[config.mk]
export PLATFORM = sky130hd
export DESIGN_NAME = sorted_range_table_flat
export DESIGN_NICKNAME = d
export VERILOG_FILES = /design/src/rtl/core/srt_pkg.sv /design/src/rtl/core/srt_in_if.sv /design/src/rtl/core/srt_out_if.sv /design/src/rtl/core/srt_store.sv /design/src/rtl/core/srt_cmp.sv /design/src/rtl/core/srt_seq.sv /design/src/rtl/core/sorted_range_table.sv /design/src/flat_wrapper.sv
export SDC_FILE = /design/constraint.sdc
export NUM_CORES = 2
export LEC_CHECK = 0
export BUFFER_PORTS_ARGS = -buffer_cell sky130_fd_sc_hd__buf_4
export CAP_MARGIN = 20
export CORE_ASPECT_RATIO = 0.75
export CORE_UTILIZATION = 35
export CTS_CLUSTER_DIAMETER = 40
export DETAILED_ROUTE_END_ITERATION = 8
export GPL_ROUTABILITY_DRIVEN = 0
export MAX_ROUTING_LAYER = met4
export SLEW_MARGIN = 20
export SYNTH_ARGS = -nofsm -noshare
export SYNTH_HDL_FRONTEND = slang
export SYNTH_SLANG_ARGS = --single-unit
export TNS_END_PERCENT = 20
[constraint.sdc]
create_clock -name clk -period 4.9 [get_ports clk]
set_input_delay 0.98 -clock clk [delete_from_list [all_inputs] [get_ports clk]]
set_output_delay 0.98 -clock clk [all_outputs]
set_load 0.01 [all_outputs]
[src/rtl/core/srt_pkg.sv]
// ----------------------------------------------------------------------------
// srt_pkg
// Shared types and constants for the sorted range table.
// ----------------------------------------------------------------------------
package srt_pkg;

  localparam int MAX_RANGES = 64;
  localparam int IDX_W      = 32;
  localparam int PTR_W      = $clog2(MAX_RANGES);
  localparam int CNT_W      = $clog2(MAX_RANGES + 1);
  localparam int OP_W       = 3;

  typedef logic [IDX_W-1:0] idx_t;
  typedef logic [PTR_W-1:0] ptr_t;
  typedef logic [CNT_W-1:0] cnt_t;

  typedef enum logic [OP_W-1:0] {
    OP_CLEAR   = 3'd0,
    OP_INSERT  = 3'd1,
    OP_POINT   = 3'd2,
    OP_COVER   = 3'd3,
    OP_OVERLAP = 3'd4,
    OP_READ    = 3'd5
  } op_t;

  typedef enum logic [2:0] {
    ST_OK      = 3'd0,
    ST_ORDER   = 3'd1,
    ST_OVERLAP = 3'd2,
    ST_FULL    = 3'd3,
    ST_RANGE   = 3'd4
  } status_t;

  typedef enum logic [2:0] {
    S_IDLE,
    S_DISPATCH,
    S_SCAN,
    S_DECIDE,
    S_SHIFT,
    S_PLACE,
    S_RDENT,
    S_DONE
  } state_t;

  typedef struct packed {
    idx_t lo;
    idx_t hi;
  } entry_t;

  typedef struct packed {
    logic   we;
    ptr_t   waddr;
    entry_t wdata;
    ptr_t   raddr;
  } mem_req_t;

  // relations of one stored entry (s, e) against the query (a, b)
  typedef struct packed {
    logic s_lt_a;
    logic s_eq_a;
    logic s_le_b;
    logic e_ge_a;
    logic e_le_b;
    logic e_eq_b;
    logic e_ge_b;
  } cmp_t;

  typedef struct packed {
    logic    hit;
    ptr_t    slot;
    idx_t    entry_start;
    idx_t    entry_end;
    status_t status;
    cnt_t    entries_used;
  } res_t;

endpackage

[src/rtl/core/srt_in_if.sv]
// ----------------------------------------------------------------------------
// srt_in_if
// Request channel: operation and operands, valid/ready handshake.
// ----------------------------------------------------------------------------
interface srt_in_if import srt_pkg::*; ();
  logic            valid;
  logic            ready;
  logic [OP_W-1:0] op;
  idx_t            range_from;
  idx_t            range_to;
  ptr_t            position;

  modport source (output valid, output op, output range_from, output range_to,
                  output position, input ready);
  modport sink   (input valid, input op, input range_from, input range_to,
                  input position, output ready);
endinterface

[src/rtl/core/srt_out_if.sv]
// ----------------------------------------------------------------------------
// srt_out_if
// Response channel: one result per request, valid/ready handshake.
// ----------------------------------------------------------------------------
interface srt_out_if import srt_pkg::*; ();
  logic        valid;
  logic        ready;
  logic        hit;
  ptr_t        slot;
  idx_t        entry_start;
  idx_t        entry_end;
  logic [2:0]  status;
  cnt_t        entries_used;

  modport source (output valid, output hit, output slot, output entry_start,
                  output entry_end, output status, output entries_used,
                  input ready);
  modport sink   (input valid, input hit, input slot, input entry_start,
                  input entry_end, input status, input entries_used,
                  output ready);
endinterface

[src/rtl/core/srt_store.sv]
// ----------------------------------------------------------------------------
// srt_store
// Range storage: one write port, one read port, registered read data.
// ----------------------------------------------------------------------------
module srt_store import srt_pkg::*; (
  input  logic     clk,
  input  mem_req_t req,
  output entry_t   rdata
);

  entry_t mem [MAX_RANGES];

  always_ff @(posedge clk) begin
    if (req.we) begin
      mem[req.waddr] <= req.wdata;
    end
    rdata <= mem[req.raddr];
  end

endmodule

[src/rtl/core/srt_cmp.sv]
// ----------------------------------------------------------------------------
// srt_cmp
// Shared compare unit: one stored entry against the query bounds.
// ----------------------------------------------------------------------------
module srt_cmp import srt_pkg::*; (
  input  entry_t ent,
  input  idx_t   a,
  input  idx_t   b,
  output cmp_t   rel
);

  always_comb begin
    rel.s_lt_a = ent.lo < a;
    rel.s_eq_a = ent.lo == a;
    rel.s_le_b = ent.lo <= b;
    rel.e_ge_a = ent.hi >= a;
    rel.e_le_b = ent.hi <= b;
    rel.e_eq_b = ent.hi == b;
    rel.e_ge_b = ent.hi >= b;
  end

endmodule

[src/rtl/core/srt_seq.sv]
// ----------------------------------------------------------------------------
// srt_seq
// Sequencer: scans the table one entry per cycle through the compare unit,
// shifts entries up for an insert, and builds the result.
// ----------------------------------------------------------------------------
module srt_seq import srt_pkg::*; (
  input  logic        clk,
  input  logic        rst,
  input  logic        cfg_we,
  input  logic        cfg_data,
  srt_in_if.sink      in_ch,
  output mem_req_t    mem,
  input  entry_t      rdata,
  input  cmp_t        rel,
  output idx_t        a_q,
  output idx_t        b_q,
  output logic        res_valid,
  output res_t        res,
  input  logic        out_free
);

  state_t          state;
  state_t          state_next;
  logic [OP_W-1:0] op_q;
  ptr_t            pos_q;
  cnt_t            fill;
  logic            allow_ovl;
  ptr_t            k;
  cnt_t            p;
  logic            dup_f;
  logic            ovl_prev;
  logic            ovl_succ;
  logic            res_hit;
  ptr_t            res_slot;
  idx_t            res_es;
  idx_t            res_ee;
  status_t         res_status;

  logic not_after;
  logic q_hit;
  logic last;
  logic order_bad;
  logic is_full;
  logic pos_bad;
  logic dup;
  logic ovl_fail;
  logic shift_end;

  always_comb begin
    not_after = rel.s_lt_a | (rel.s_eq_a & rel.e_le_b);
    unique case (op_q)
      OP_POINT:   q_hit = (rel.s_lt_a | rel.s_eq_a) & rel.e_ge_a;
      OP_COVER:   q_hit = (rel.s_lt_a | rel.s_eq_a) & rel.e_ge_b;
      OP_OVERLAP: q_hit = rel.s_le_b & rel.e_ge_a;
      default:    q_hit = 1'b0;
    endcase
    last      = (cnt_t'(k) + cnt_t'(1)) == fill;
    order_bad = a_q > b_q;
    is_full   = fill == cnt_t'(MAX_RANGES);
    pos_bad   = cnt_t'(pos_q) >= fill;
    // p-1 is the last entry sorting at or before the new range, p the first after
    dup       = (p != '0) & dup_f;
    ovl_fail  = !allow_ovl & (((p != '0) & ovl_prev) | ((p < fill) & ovl_succ));
    shift_end = cnt_t'(k) == p;
  end

  // next state
  always_comb begin
    state_next = state;
    unique case (state)
      S_IDLE: begin
        if (in_ch.valid) state_next = S_DISPATCH;
      end
      S_DISPATCH: begin
        unique case (op_q)
          OP_INSERT:  state_next = order_bad ? S_DONE :
                                   (fill == '0) ? S_DECIDE : S_SCAN;
          OP_POINT:   state_next = (fill == '0) ? S_DONE : S_SCAN;
          OP_COVER,
          OP_OVERLAP: state_next = (order_bad | (fill == '0)) ? S_DONE : S_SCAN;
          OP_READ:    state_next = pos_bad ? S_DONE : S_RDENT;
          default:    state_next = S_DONE;
        endcase
      end
      S_SCAN: begin
        if (op_q == OP_INSERT) begin
          if (!not_after || last) state_next = S_DECIDE;
        end else if (q_hit || last) begin
          state_next = S_DONE;
        end
      end
      S_DECIDE: begin
        if (dup || ovl_fail || is_full) state_next = S_DONE;
        else if (p == fill)             state_next = S_PLACE;
        else                            state_next = S_SHIFT;
      end
      S_SHIFT: begin
        if (shift_end) state_next = S_PLACE;
      end
      S_PLACE: state_next = S_DONE;
      S_RDENT: state_next = S_DONE;
      S_DONE: begin
        if (out_free) state_next = S_IDLE;
      end
      default: state_next = S_IDLE;
    endcase
  end

  // outputs
  always_comb begin
    in_ch.ready = state == S_IDLE;
    res_valid   = state == S_DONE;
    mem.we      = 1'b0;
    mem.waddr   = '0;
    mem.wdata   = '{lo: a_q, hi: b_q};
    mem.raddr   = '0;
    unique case (state)
      S_DISPATCH: mem.raddr = (op_q == OP_READ) ? pos_q : '0;
      S_SCAN:     mem.raddr = k + ptr_t'(1);
      S_DECIDE:   mem.raddr = ptr_t'(fill - cnt_t'(1));
      S_SHIFT: begin
        // move entry k up one place while fetching k-1
        mem.we    = 1'b1;
        mem.waddr = k + ptr_t'(1);
        mem.wdata = rdata;
        mem.raddr = k - ptr_t'(1);
      end
      S_PLACE: begin
        mem.we    = 1'b1;
        mem.waddr = ptr_t'(p);
      end
      default: ;
    endcase
    res.hit          = res_hit;
    res.slot         = res_slot;
    res.entry_start  = res_es;
    res.entry_end    = res_ee;
    res.status       = res_status;
    res.entries_used = fill;
  end

  always_ff @(posedge clk) begin
    if (rst) begin
      state     <= S_IDLE;
      fill      <= '0;
      allow_ovl <= 1'b0;
    end else begin
      state <= state_next;
      if (cfg_we) allow_ovl <= cfg_data;
      unique case (state)
        S_DISPATCH: begin
          if (op_q == OP_CLEAR) fill <= '0;
        end
        S_PLACE: fill <= fill + cnt_t'(1);
        default: ;
      endcase
    end
  end

  always_ff @(posedge clk) begin
    unique case (state)
      S_IDLE: begin
        if (in_ch.valid) begin
          op_q  <= in_ch.op;
          a_q   <= in_ch.range_from;
          b_q   <= in_ch.range_to;
          pos_q <= in_ch.position;
        end
      end
      S_DISPATCH: begin
        k          <= '0;
        p          <= '0;
        dup_f      <= 1'b0;
        ovl_prev   <= 1'b0;
        ovl_succ   <= 1'b0;
        res_hit    <= 1'b0;
        res_slot   <= '0;
        res_es     <= '0;
        res_ee     <= '0;
        res_status <= ST_OK;
        if (order_bad && (op_q == OP_INSERT || op_q == OP_COVER ||
                          op_q == OP_OVERLAP)) begin
          res_status <= ST_ORDER;
        end
        if (op_q == OP_READ && pos_bad) res_status <= ST_RANGE;
      end
      S_SCAN: begin
        k <= k + ptr_t'(1);
        if (op_q == OP_INSERT) begin
          if (not_after) begin
            p        <= cnt_t'(k) + cnt_t'(1);
            dup_f    <= rel.s_eq_a & rel.e_eq_b;
            ovl_prev <= rel.e_ge_a;
          end else begin
            ovl_succ <= rel.s_le_b;
          end
        end else if (q_hit) begin
          res_hit <= 1'b1;
        end
      end
      S_DECIDE: begin
        k <= ptr_t'(fill - cnt_t'(1));
        priority if (dup) res_slot   <= ptr_t'(p - cnt_t'(1));
        else if (ovl_fail) res_status <= ST_OVERLAP;
        else if (is_full)  res_status <= ST_FULL;
        else               res_status <= ST_OK;
      end
      S_SHIFT: k <= k - ptr_t'(1);
      S_PLACE: res_slot <= ptr_t'(p);
      S_RDENT: begin
        res_es <= rdata.lo;
        res_ee <= rdata.hi;
      end
      default: ;
    endcase
  end

  a_fill_bound: assert property (@(posedge clk) disable iff (rst)
    fill <= cnt_t'(MAX_RANGES))
    else $error("fill count above table size");

  a_write_state: assert property (@(posedge clk) disable iff (rst)
    mem.we |-> (state == S_SHIFT || state == S_PLACE))
    else $error("table write outside shift or place");

  a_fill_step: assert property (@(posedge clk) disable iff (rst)
    !$stable(fill) |-> (fill == '0 || fill == $past(fill) + cnt_t'(1)))
    else $error("fill count moved by more than one");

  a_shift_floor: assert property (@(posedge clk) disable iff (rst)
    (state == S_SHIFT) |-> (cnt_t'(k) >= p))
    else $error("shift went below the insert position");

endmodule

[src/rtl/core/sorted_range_table.sv]
// ----------------------------------------------------------------------------
// sorted_range_table
// Table of up to 64 closed ranges kept sorted by start, then end. One request
// at a time; the table sits in a single-port-write memory that is walked one
// entry per cycle. A query stops at its first hit, or at once on an empty
// table (and, for cover and overlap, on a start above end); an insert walks up
// to its slot and then moves the entries above it, unless refused. The result
// goes to the output register, and the sequencer only waits while that
// register still holds an earlier result. The next request is taken while a
// finished result waits in the output register.
// ----------------------------------------------------------------------------
module sorted_range_table import srt_pkg::*; (
  input  logic       clk,
  input  logic       rst,
  input  logic       cfg_we,
  input  logic       cfg_data,
  srt_in_if.sink     in_ch,
  srt_out_if.source  out_ch
);

  mem_req_t mem;
  entry_t   rdata;
  cmp_t     rel;
  idx_t     a_q;
  idx_t     b_q;
  logic     res_valid;
  res_t     res;
  logic     out_free;
  logic     out_valid;
  res_t     out_q;

  srt_store u_store (
    .clk   (clk),
    .req   (mem),
    .rdata (rdata)
  );

  srt_cmp u_cmp (
    .ent (rdata),
    .a   (a_q),
    .b   (b_q),
    .rel (rel)
  );

  srt_seq u_seq (
    .clk       (clk),
    .rst       (rst),
    .cfg_we    (cfg_we),
    .cfg_data  (cfg_data),
    .in_ch     (in_ch),
    .mem       (mem),
    .rdata     (rdata),
    .rel       (rel),
    .a_q       (a_q),
    .b_q       (b_q),
    .res_valid (res_valid),
    .res       (res),
    .out_free  (out_free)
  );

  // output register: free when empty or being transferred this cycle
  assign out_free = !out_valid || out_ch.ready;

  always_ff @(posedge clk) begin
    if (rst) begin
      out_valid <= 1'b0;
    end else if (out_free) begin
      out_valid <= res_valid;
    end
  end

  always_ff @(posedge clk) begin
    if (res_valid && out_free) begin
      out_q <= res;
    end
  end

  assign out_ch.valid        = out_valid;
  assign out_ch.hit          = out_q.hit;
  assign out_ch.slot         = out_q.slot;
  assign out_ch.entry_start  = out_q.entry_start;
  assign out_ch.entry_end    = out_q.entry_end;
  assign out_ch.status       = out_q.status;
  assign out_ch.entries_used = out_q.entries_used;

endmodule
[src/flat_wrapper.sv]
// flat-port wrapper written by rule: the top's interface ports become plain ports
module sorted_range_table_flat import srt_pkg::*;
  (clk, rst, cfg_we, cfg_data, in_ch_valid, in_ch_op, in_ch_range_from, in_ch_range_to, in_ch_position, in_ch_ready, out_ch_valid, out_ch_hit, out_ch_slot, out_ch_entry_start, out_ch_entry_end, out_ch_status, out_ch_entries_used, out_ch_ready);
  srt_in_if in_ch_i ();
  srt_out_if out_ch_i ();
  input  logic clk;
  input  logic rst;
  input  logic cfg_we;
  input  logic cfg_data;
  input wire logic [$bits(in_ch_i.valid)-1:0] in_ch_valid;
  input wire logic [$bits(in_ch_i.op)-1:0] in_ch_op;
  input wire logic [$bits(in_ch_i.range_from)-1:0] in_ch_range_from;
  input wire logic [$bits(in_ch_i.range_to)-1:0] in_ch_range_to;
  input wire logic [$bits(in_ch_i.position)-1:0] in_ch_position;
  output wire logic [$bits(in_ch_i.ready)-1:0] in_ch_ready;
  output wire logic [$bits(out_ch_i.valid)-1:0] out_ch_valid;
  output wire logic [$bits(out_ch_i.hit)-1:0] out_ch_hit;
  output wire logic [$bits(out_ch_i.slot)-1:0] out_ch_slot;
  output wire logic [$bits(out_ch_i.entry_start)-1:0] out_ch_entry_start;
  output wire logic [$bits(out_ch_i.entry_end)-1:0] out_ch_entry_end;
  output wire logic [$bits(out_ch_i.status)-1:0] out_ch_status;
  output wire logic [$bits(out_ch_i.entries_used)-1:0] out_ch_entries_used;
  input wire logic [$bits(out_ch_i.ready)-1:0] out_ch_ready;
  assign in_ch_i.valid = in_ch_valid;
  assign in_ch_i.op = in_ch_op;
  assign in_ch_i.range_from = in_ch_range_from;
  assign in_ch_i.range_to = in_ch_range_to;
  assign in_ch_i.position = in_ch_position;
  assign in_ch_ready = in_ch_i.ready;
  assign out_ch_valid = out_ch_i.valid;
  assign out_ch_hit = out_ch_i.hit;
  assign out_ch_slot = out_ch_i.slot;
  assign out_ch_entry_start = out_ch_i.entry_start;
  assign out_ch_entry_end = out_ch_i.entry_end;
  assign out_ch_status = out_ch_i.status;
  assign out_ch_entries_used = out_ch_i.entries_used;
  assign out_ch_i.ready = out_ch_ready;
  sorted_range_table u_core (.clk(clk), .rst(rst), .cfg_we(cfg_we), .cfg_data(cfg_data), .in_ch(in_ch_i), .out_ch(out_ch_i));
endmodule
==> PnR_summary.wiki <==
{| class="wikitable"
! Metric !! Value
|-
| Instance count of the mapped netlist || 13,390
|-
| Post-synthesis to final-layout area growth || 17.78%
|-
| Fin nets || 14,008
|-
| Startpoint types || flip-flop
|-
| Mean routed wirelength per cell || 27.66 microns
|-
| Time the worst path needs with I/O delays and setup || 4.832 ns
|-
| Type of destination of the critical path || flip-flop
|-
| Clock transition at the registers of the reported paths || 0.06 ns
|-
| Final Skew || 0.06482 ns
|-
| Placement Cell Area || 192,000 sq um
|-
| Peak VDD IR || 0.5259 mV
|-
| Maximum achievable frequency || 207.0 MHz
|-
| Number of hold-slack violations in the final timing report || 0
|-
| Sink of the worst hold path || u_core.u_seq.a_q[30]
|-
| CTS Hold Buffers Added || 0
|-
| Net count after synthesis || 13,649
|-
| Smallest setup slack after layout || 0.06848 ns
|-
| Remaining number of nets flagged by the antenna check after routing || 0
|-
| Max-slew violation count || 0
|-
| Endpoint of the most critical register-to-register path || u_core.u_store.rdata[39]
|-
| Clk sink count || 4,416
|-
| Wirelength, routed || 576.9 mm
|-
| Chip width || 823.2 microns
|-
| Required arrival time at the worst endpoint || 5.81 ns
|-
| Setup violations, final || 0
|-
| Router iterations before antenna repair || 6
|-
| Count of buffers from port buffering || 161
|-
| Cell total after placement || 19,968
|-
| Cell at the root of the clock tree || clkbuf_16
|-
| Final std cell area, no fill || 208,500 sq um
|-
| Largest driver fanout on the critical path || 37
|-
| Maximum root-to-sink buffer count || 4
|-
| Share of layout cells above drive strength 1 || 0.1241
|-
| R2R cell count || 15
|-
| Vias in the first global route || 109,289
|-
| HP Start || in_ch_range_from[30]
|-
| Outcome || completed
|-
| CP max stage delay || 0.76 ns
|-
| Utilization of the core after routing || 0.4152
|-
| Overall global routing resource usage || 0.2242
|-
| H-Tree Depth || 5
|-
| Placement-stage worst setup slack || 0.01999 ns
|-
| Final clock period utilization by the worst path || 0.9860
|-
| Remaining design rule violation count || 0
|-
| Hold Crit Class || input port to flip-flop
|-
| Final cell count without fillers || 20,860
|-
| Kind of critical path || flip-flop to flip-flop
|-
| IO Count || 162
|-
| Cell area after synthesis || 177,000 sq um
|-
| Die Y || 617.9 microns
|-
| Total of max-cap violations || 0
|-
| Number of placement rows || 225
|-
| Register-to-register setup slack || 0.07 ns
|-
| Number of synthesized flops with an enable pin || 4,340
|-
| CORE AREA || 502,200 sq um
|-
| Setup repair after global routing missed its margin || false
|-
| Total leakage power || 71.35 nW
|-
| Primary flip-flop cell chosen by synthesis mapping || edfxtp_1
|-
| Area enclosed by the die boundary || 508,700 sq um
|-
| Proportion of synthesized chip area in sequential cells || 0.7448
|-
| Number of synthesized register bits || 4,416
|-
| Estimated wirelength of the detail-placed design || 319.4 mm
|-
| Relative max-transition margin || 0.1955
|-
| Worst Tran Pin Value || 1.202 ns
|-
| Resized Gates After CTS || 0
|-
| Clock tree from TritonCTS || done
|-
| Count of filler cells inserted in the layout || 45,431
|-
| Number of antenna violations at the first check in global routing || 34
|-
| First DRT Iteration DRCs || 19,246
|-
| Wire length of the first global-routing pass || 816.5 mm
|-
| Insertion delay to the later sink of the worst-skew pair || 0.99 ns
|-
| Pin count of the biggest net entering global routing || 128
|-
| Worst path arrival time || 5.74 ns
|-
| Vias after detailed routing || 119,048
|-
| Startpoint of the lowest-slack register-to-register path || u_core.u_seq.state[0]
|-
| Setup repair bufs after CTS || 0
|-
| TritonCTS Buffers || 473
|-
| Async set-reset flop share out of synthesis || 0
|-
| Synth cell types || 65
|-
| Standard cell with the maximum stage delay on the critical path || o32ai_1
|-
| Mean Syn Cell Area || 13.22 sq um
|-
| Worst path most repeated cell || buf_12
|-
| Hold path cells || 1
|-
| Crit-path cells || mux2_2 -> a2bb2oi_4 -> inv_1 -> a21oi_4 -> buf_12 -> buf_12 -> buf_12 -> buf_12 -> nand2_1 -> and3_1 -> a311oi_1 -> a311oi_1 -> o32ai_1 -> buf_4 -> a221o_1
|-
| Effective utilization at floorplan || 0.3525
|-
| Power density over the cells || 676.4 nW/um^2
|-
| Ys Warns || 0
|-
| Leftover overflow at the end of global routing || 0
|-
| Via-to-Cell Ratio || 5.707
|}
## cell type report
class | instances | area [sq um] | area share
multi-input combinational | 7945 | 42660 | 0.2046
sequential | 4416 | 131800 | 0.6323
inverter | 96 | 360.3 | 0.001728
antenna | 8 | 20.02 | 0.00009601
tap | 6696 | 8378 | 0.04018
clock inverter | 323 | 3971 | 0.01905
clock buffer | 559 | 12450 | 0.05970
timing repair buffer | 817 | 8831 | 0.04235
## cell families after synthesis
group                    after synthesis  share of synthesized area
AND/OR/NAND/NOR                     6301                     0.1528
flip-flops                          4416                     0.7448
AO/OA/AOI/OAI                       1438                    0.06482
buffers and inverters               1029                    0.02361
adder cells (fa/ha/maj)              180                    0.01272
XOR/XNOR                              24                   0.001187
multiplexers                           2                  0.0001201
## metrics by stage
step | TNS [ns] | power (mW) | hold slack (ns)
6_report | 0 | 141.0 | 0.1936
5_1_grt | 0 | 146.2 | 0.1478
4_1_cts | 0 | 139.6 | 0.1245
3_5_place_dp | 0 | 102.3 | 0.4054
3_3_place_gp | -0.1521 | 101.9 | 0.4037
2_1_floorplan | -229.77 | 77.39 | 0.4003
## metal layers
layer	vias to the layer above	part of all wire	wire length (microns)	global-route usage
met1	59699	0.42	243500	0.3290
met5	-	0	0	-
met4	0	0.022	12910	0.05000
met2	7587	0.42	239400	0.3095
li1	50847	-	-	-
met3	915	0.14	81110	0.06038
## worst max-delay path: cells and delay by family, from the launching register on
family                 cells  cell delay, ns
buffers and inverters      6            1.33
DFF                        1            0.73
AOI/OAI and AO/OA          6            2.08
muxes                      1            0.32
and+or+nand+nor            2            0.24
## where the power goes
part / switching [mW] / internal (mW) / leakage [nW]
combinational: 38.4 / 16.4 / 23.6
sequential: 1.80 / 46.9 / 39.8
clock: 15.4 / 22.3 / 7.96
total: 55.5 / 85.5 / 71.3
## cell usage after synthesis (all sizes together), types with 96 or more instances
cell type | n | area (sq um)
edfxtp | 4340 | 130300
nand2 | 4109 | 15430
nand3 | 1444 | 7227
a311oi | 706 | 6183
clkbuf | 628 | 2357
and3 | 516 | 3228
buf | 305 | 1461
ha | 180 | 2252
a31oi | 128 | 800.8
nor2 | 128 | 480.5
o21ai | 102 | 510.5
inv | 96 | 360.3
## how the worst max path moves through the flow
stage | from | end | slack (ns) | depth (start not counted)
after detailed placement | u_core.u_seq.state[0] | u_core.u_store.rdata[18] | 0.02 | 13
after CTS | u_core.u_seq.state[0] | u_core.u_store.rdata[18] | 0.02 | 13
after global placement | u_core.u_seq.state[0] | u_core.u_store.rdata[3] | -0.13 | 13
after global routing | u_core.u_seq.state[0] | u_core.u_store.rdata[39] | 0.003 | 15
after floorplan | u_core.u_seq.state[2] | u_core.u_store.mem[15][0] | -0.1 | 6
final | u_core.u_seq.state[0] | u_core.u_store.rdata[39] | 0.07 | 15
## cells in the final DEF, fill, tap and decap left out, types with 31 or more instances in the layout
cell type / instances
bufinv_16: 76
clkbuf_16: 480
buf_4: 602
a311oi_1: 706
nor2_1: 62
nand4_1: 33
nand2_1: 4104
o21ai_4: 64
ha_1: 180
o21ai_0: 37
o32ai_1: 34
a21oi_1: 89
clkinv_4: 33
and3_1: 516
o32ai_2: 31
buf_12: 214
a311o_1: 64
nand3_1: 1443
o31ai_1: 67
edfxtp_1: 4340
inv_1: 95
a221o_1: 66
clkinv_1: 68
clkinv_2: 74
a31oi_1: 122
dfxtp_1: 75
clkbuf_1: 65
a211oi_1: 81
nor2_4: 66
## state kept, by name, summed over array words and instances, names as in the netlist, 32 cells and up
register                   cells
u_core.u_store.mem          4096
u_core.u_store.rdata          64
u_core.out_ch.entry_end       32
u_core.out_ch.entry_start     32
u_core.u_seq.a_q              32
u_core.u_seq.b_q              32
u_core.u_seq.res_ee           32
u_core.u_seq.res_es           32
(Power assumes the default switching activity.)
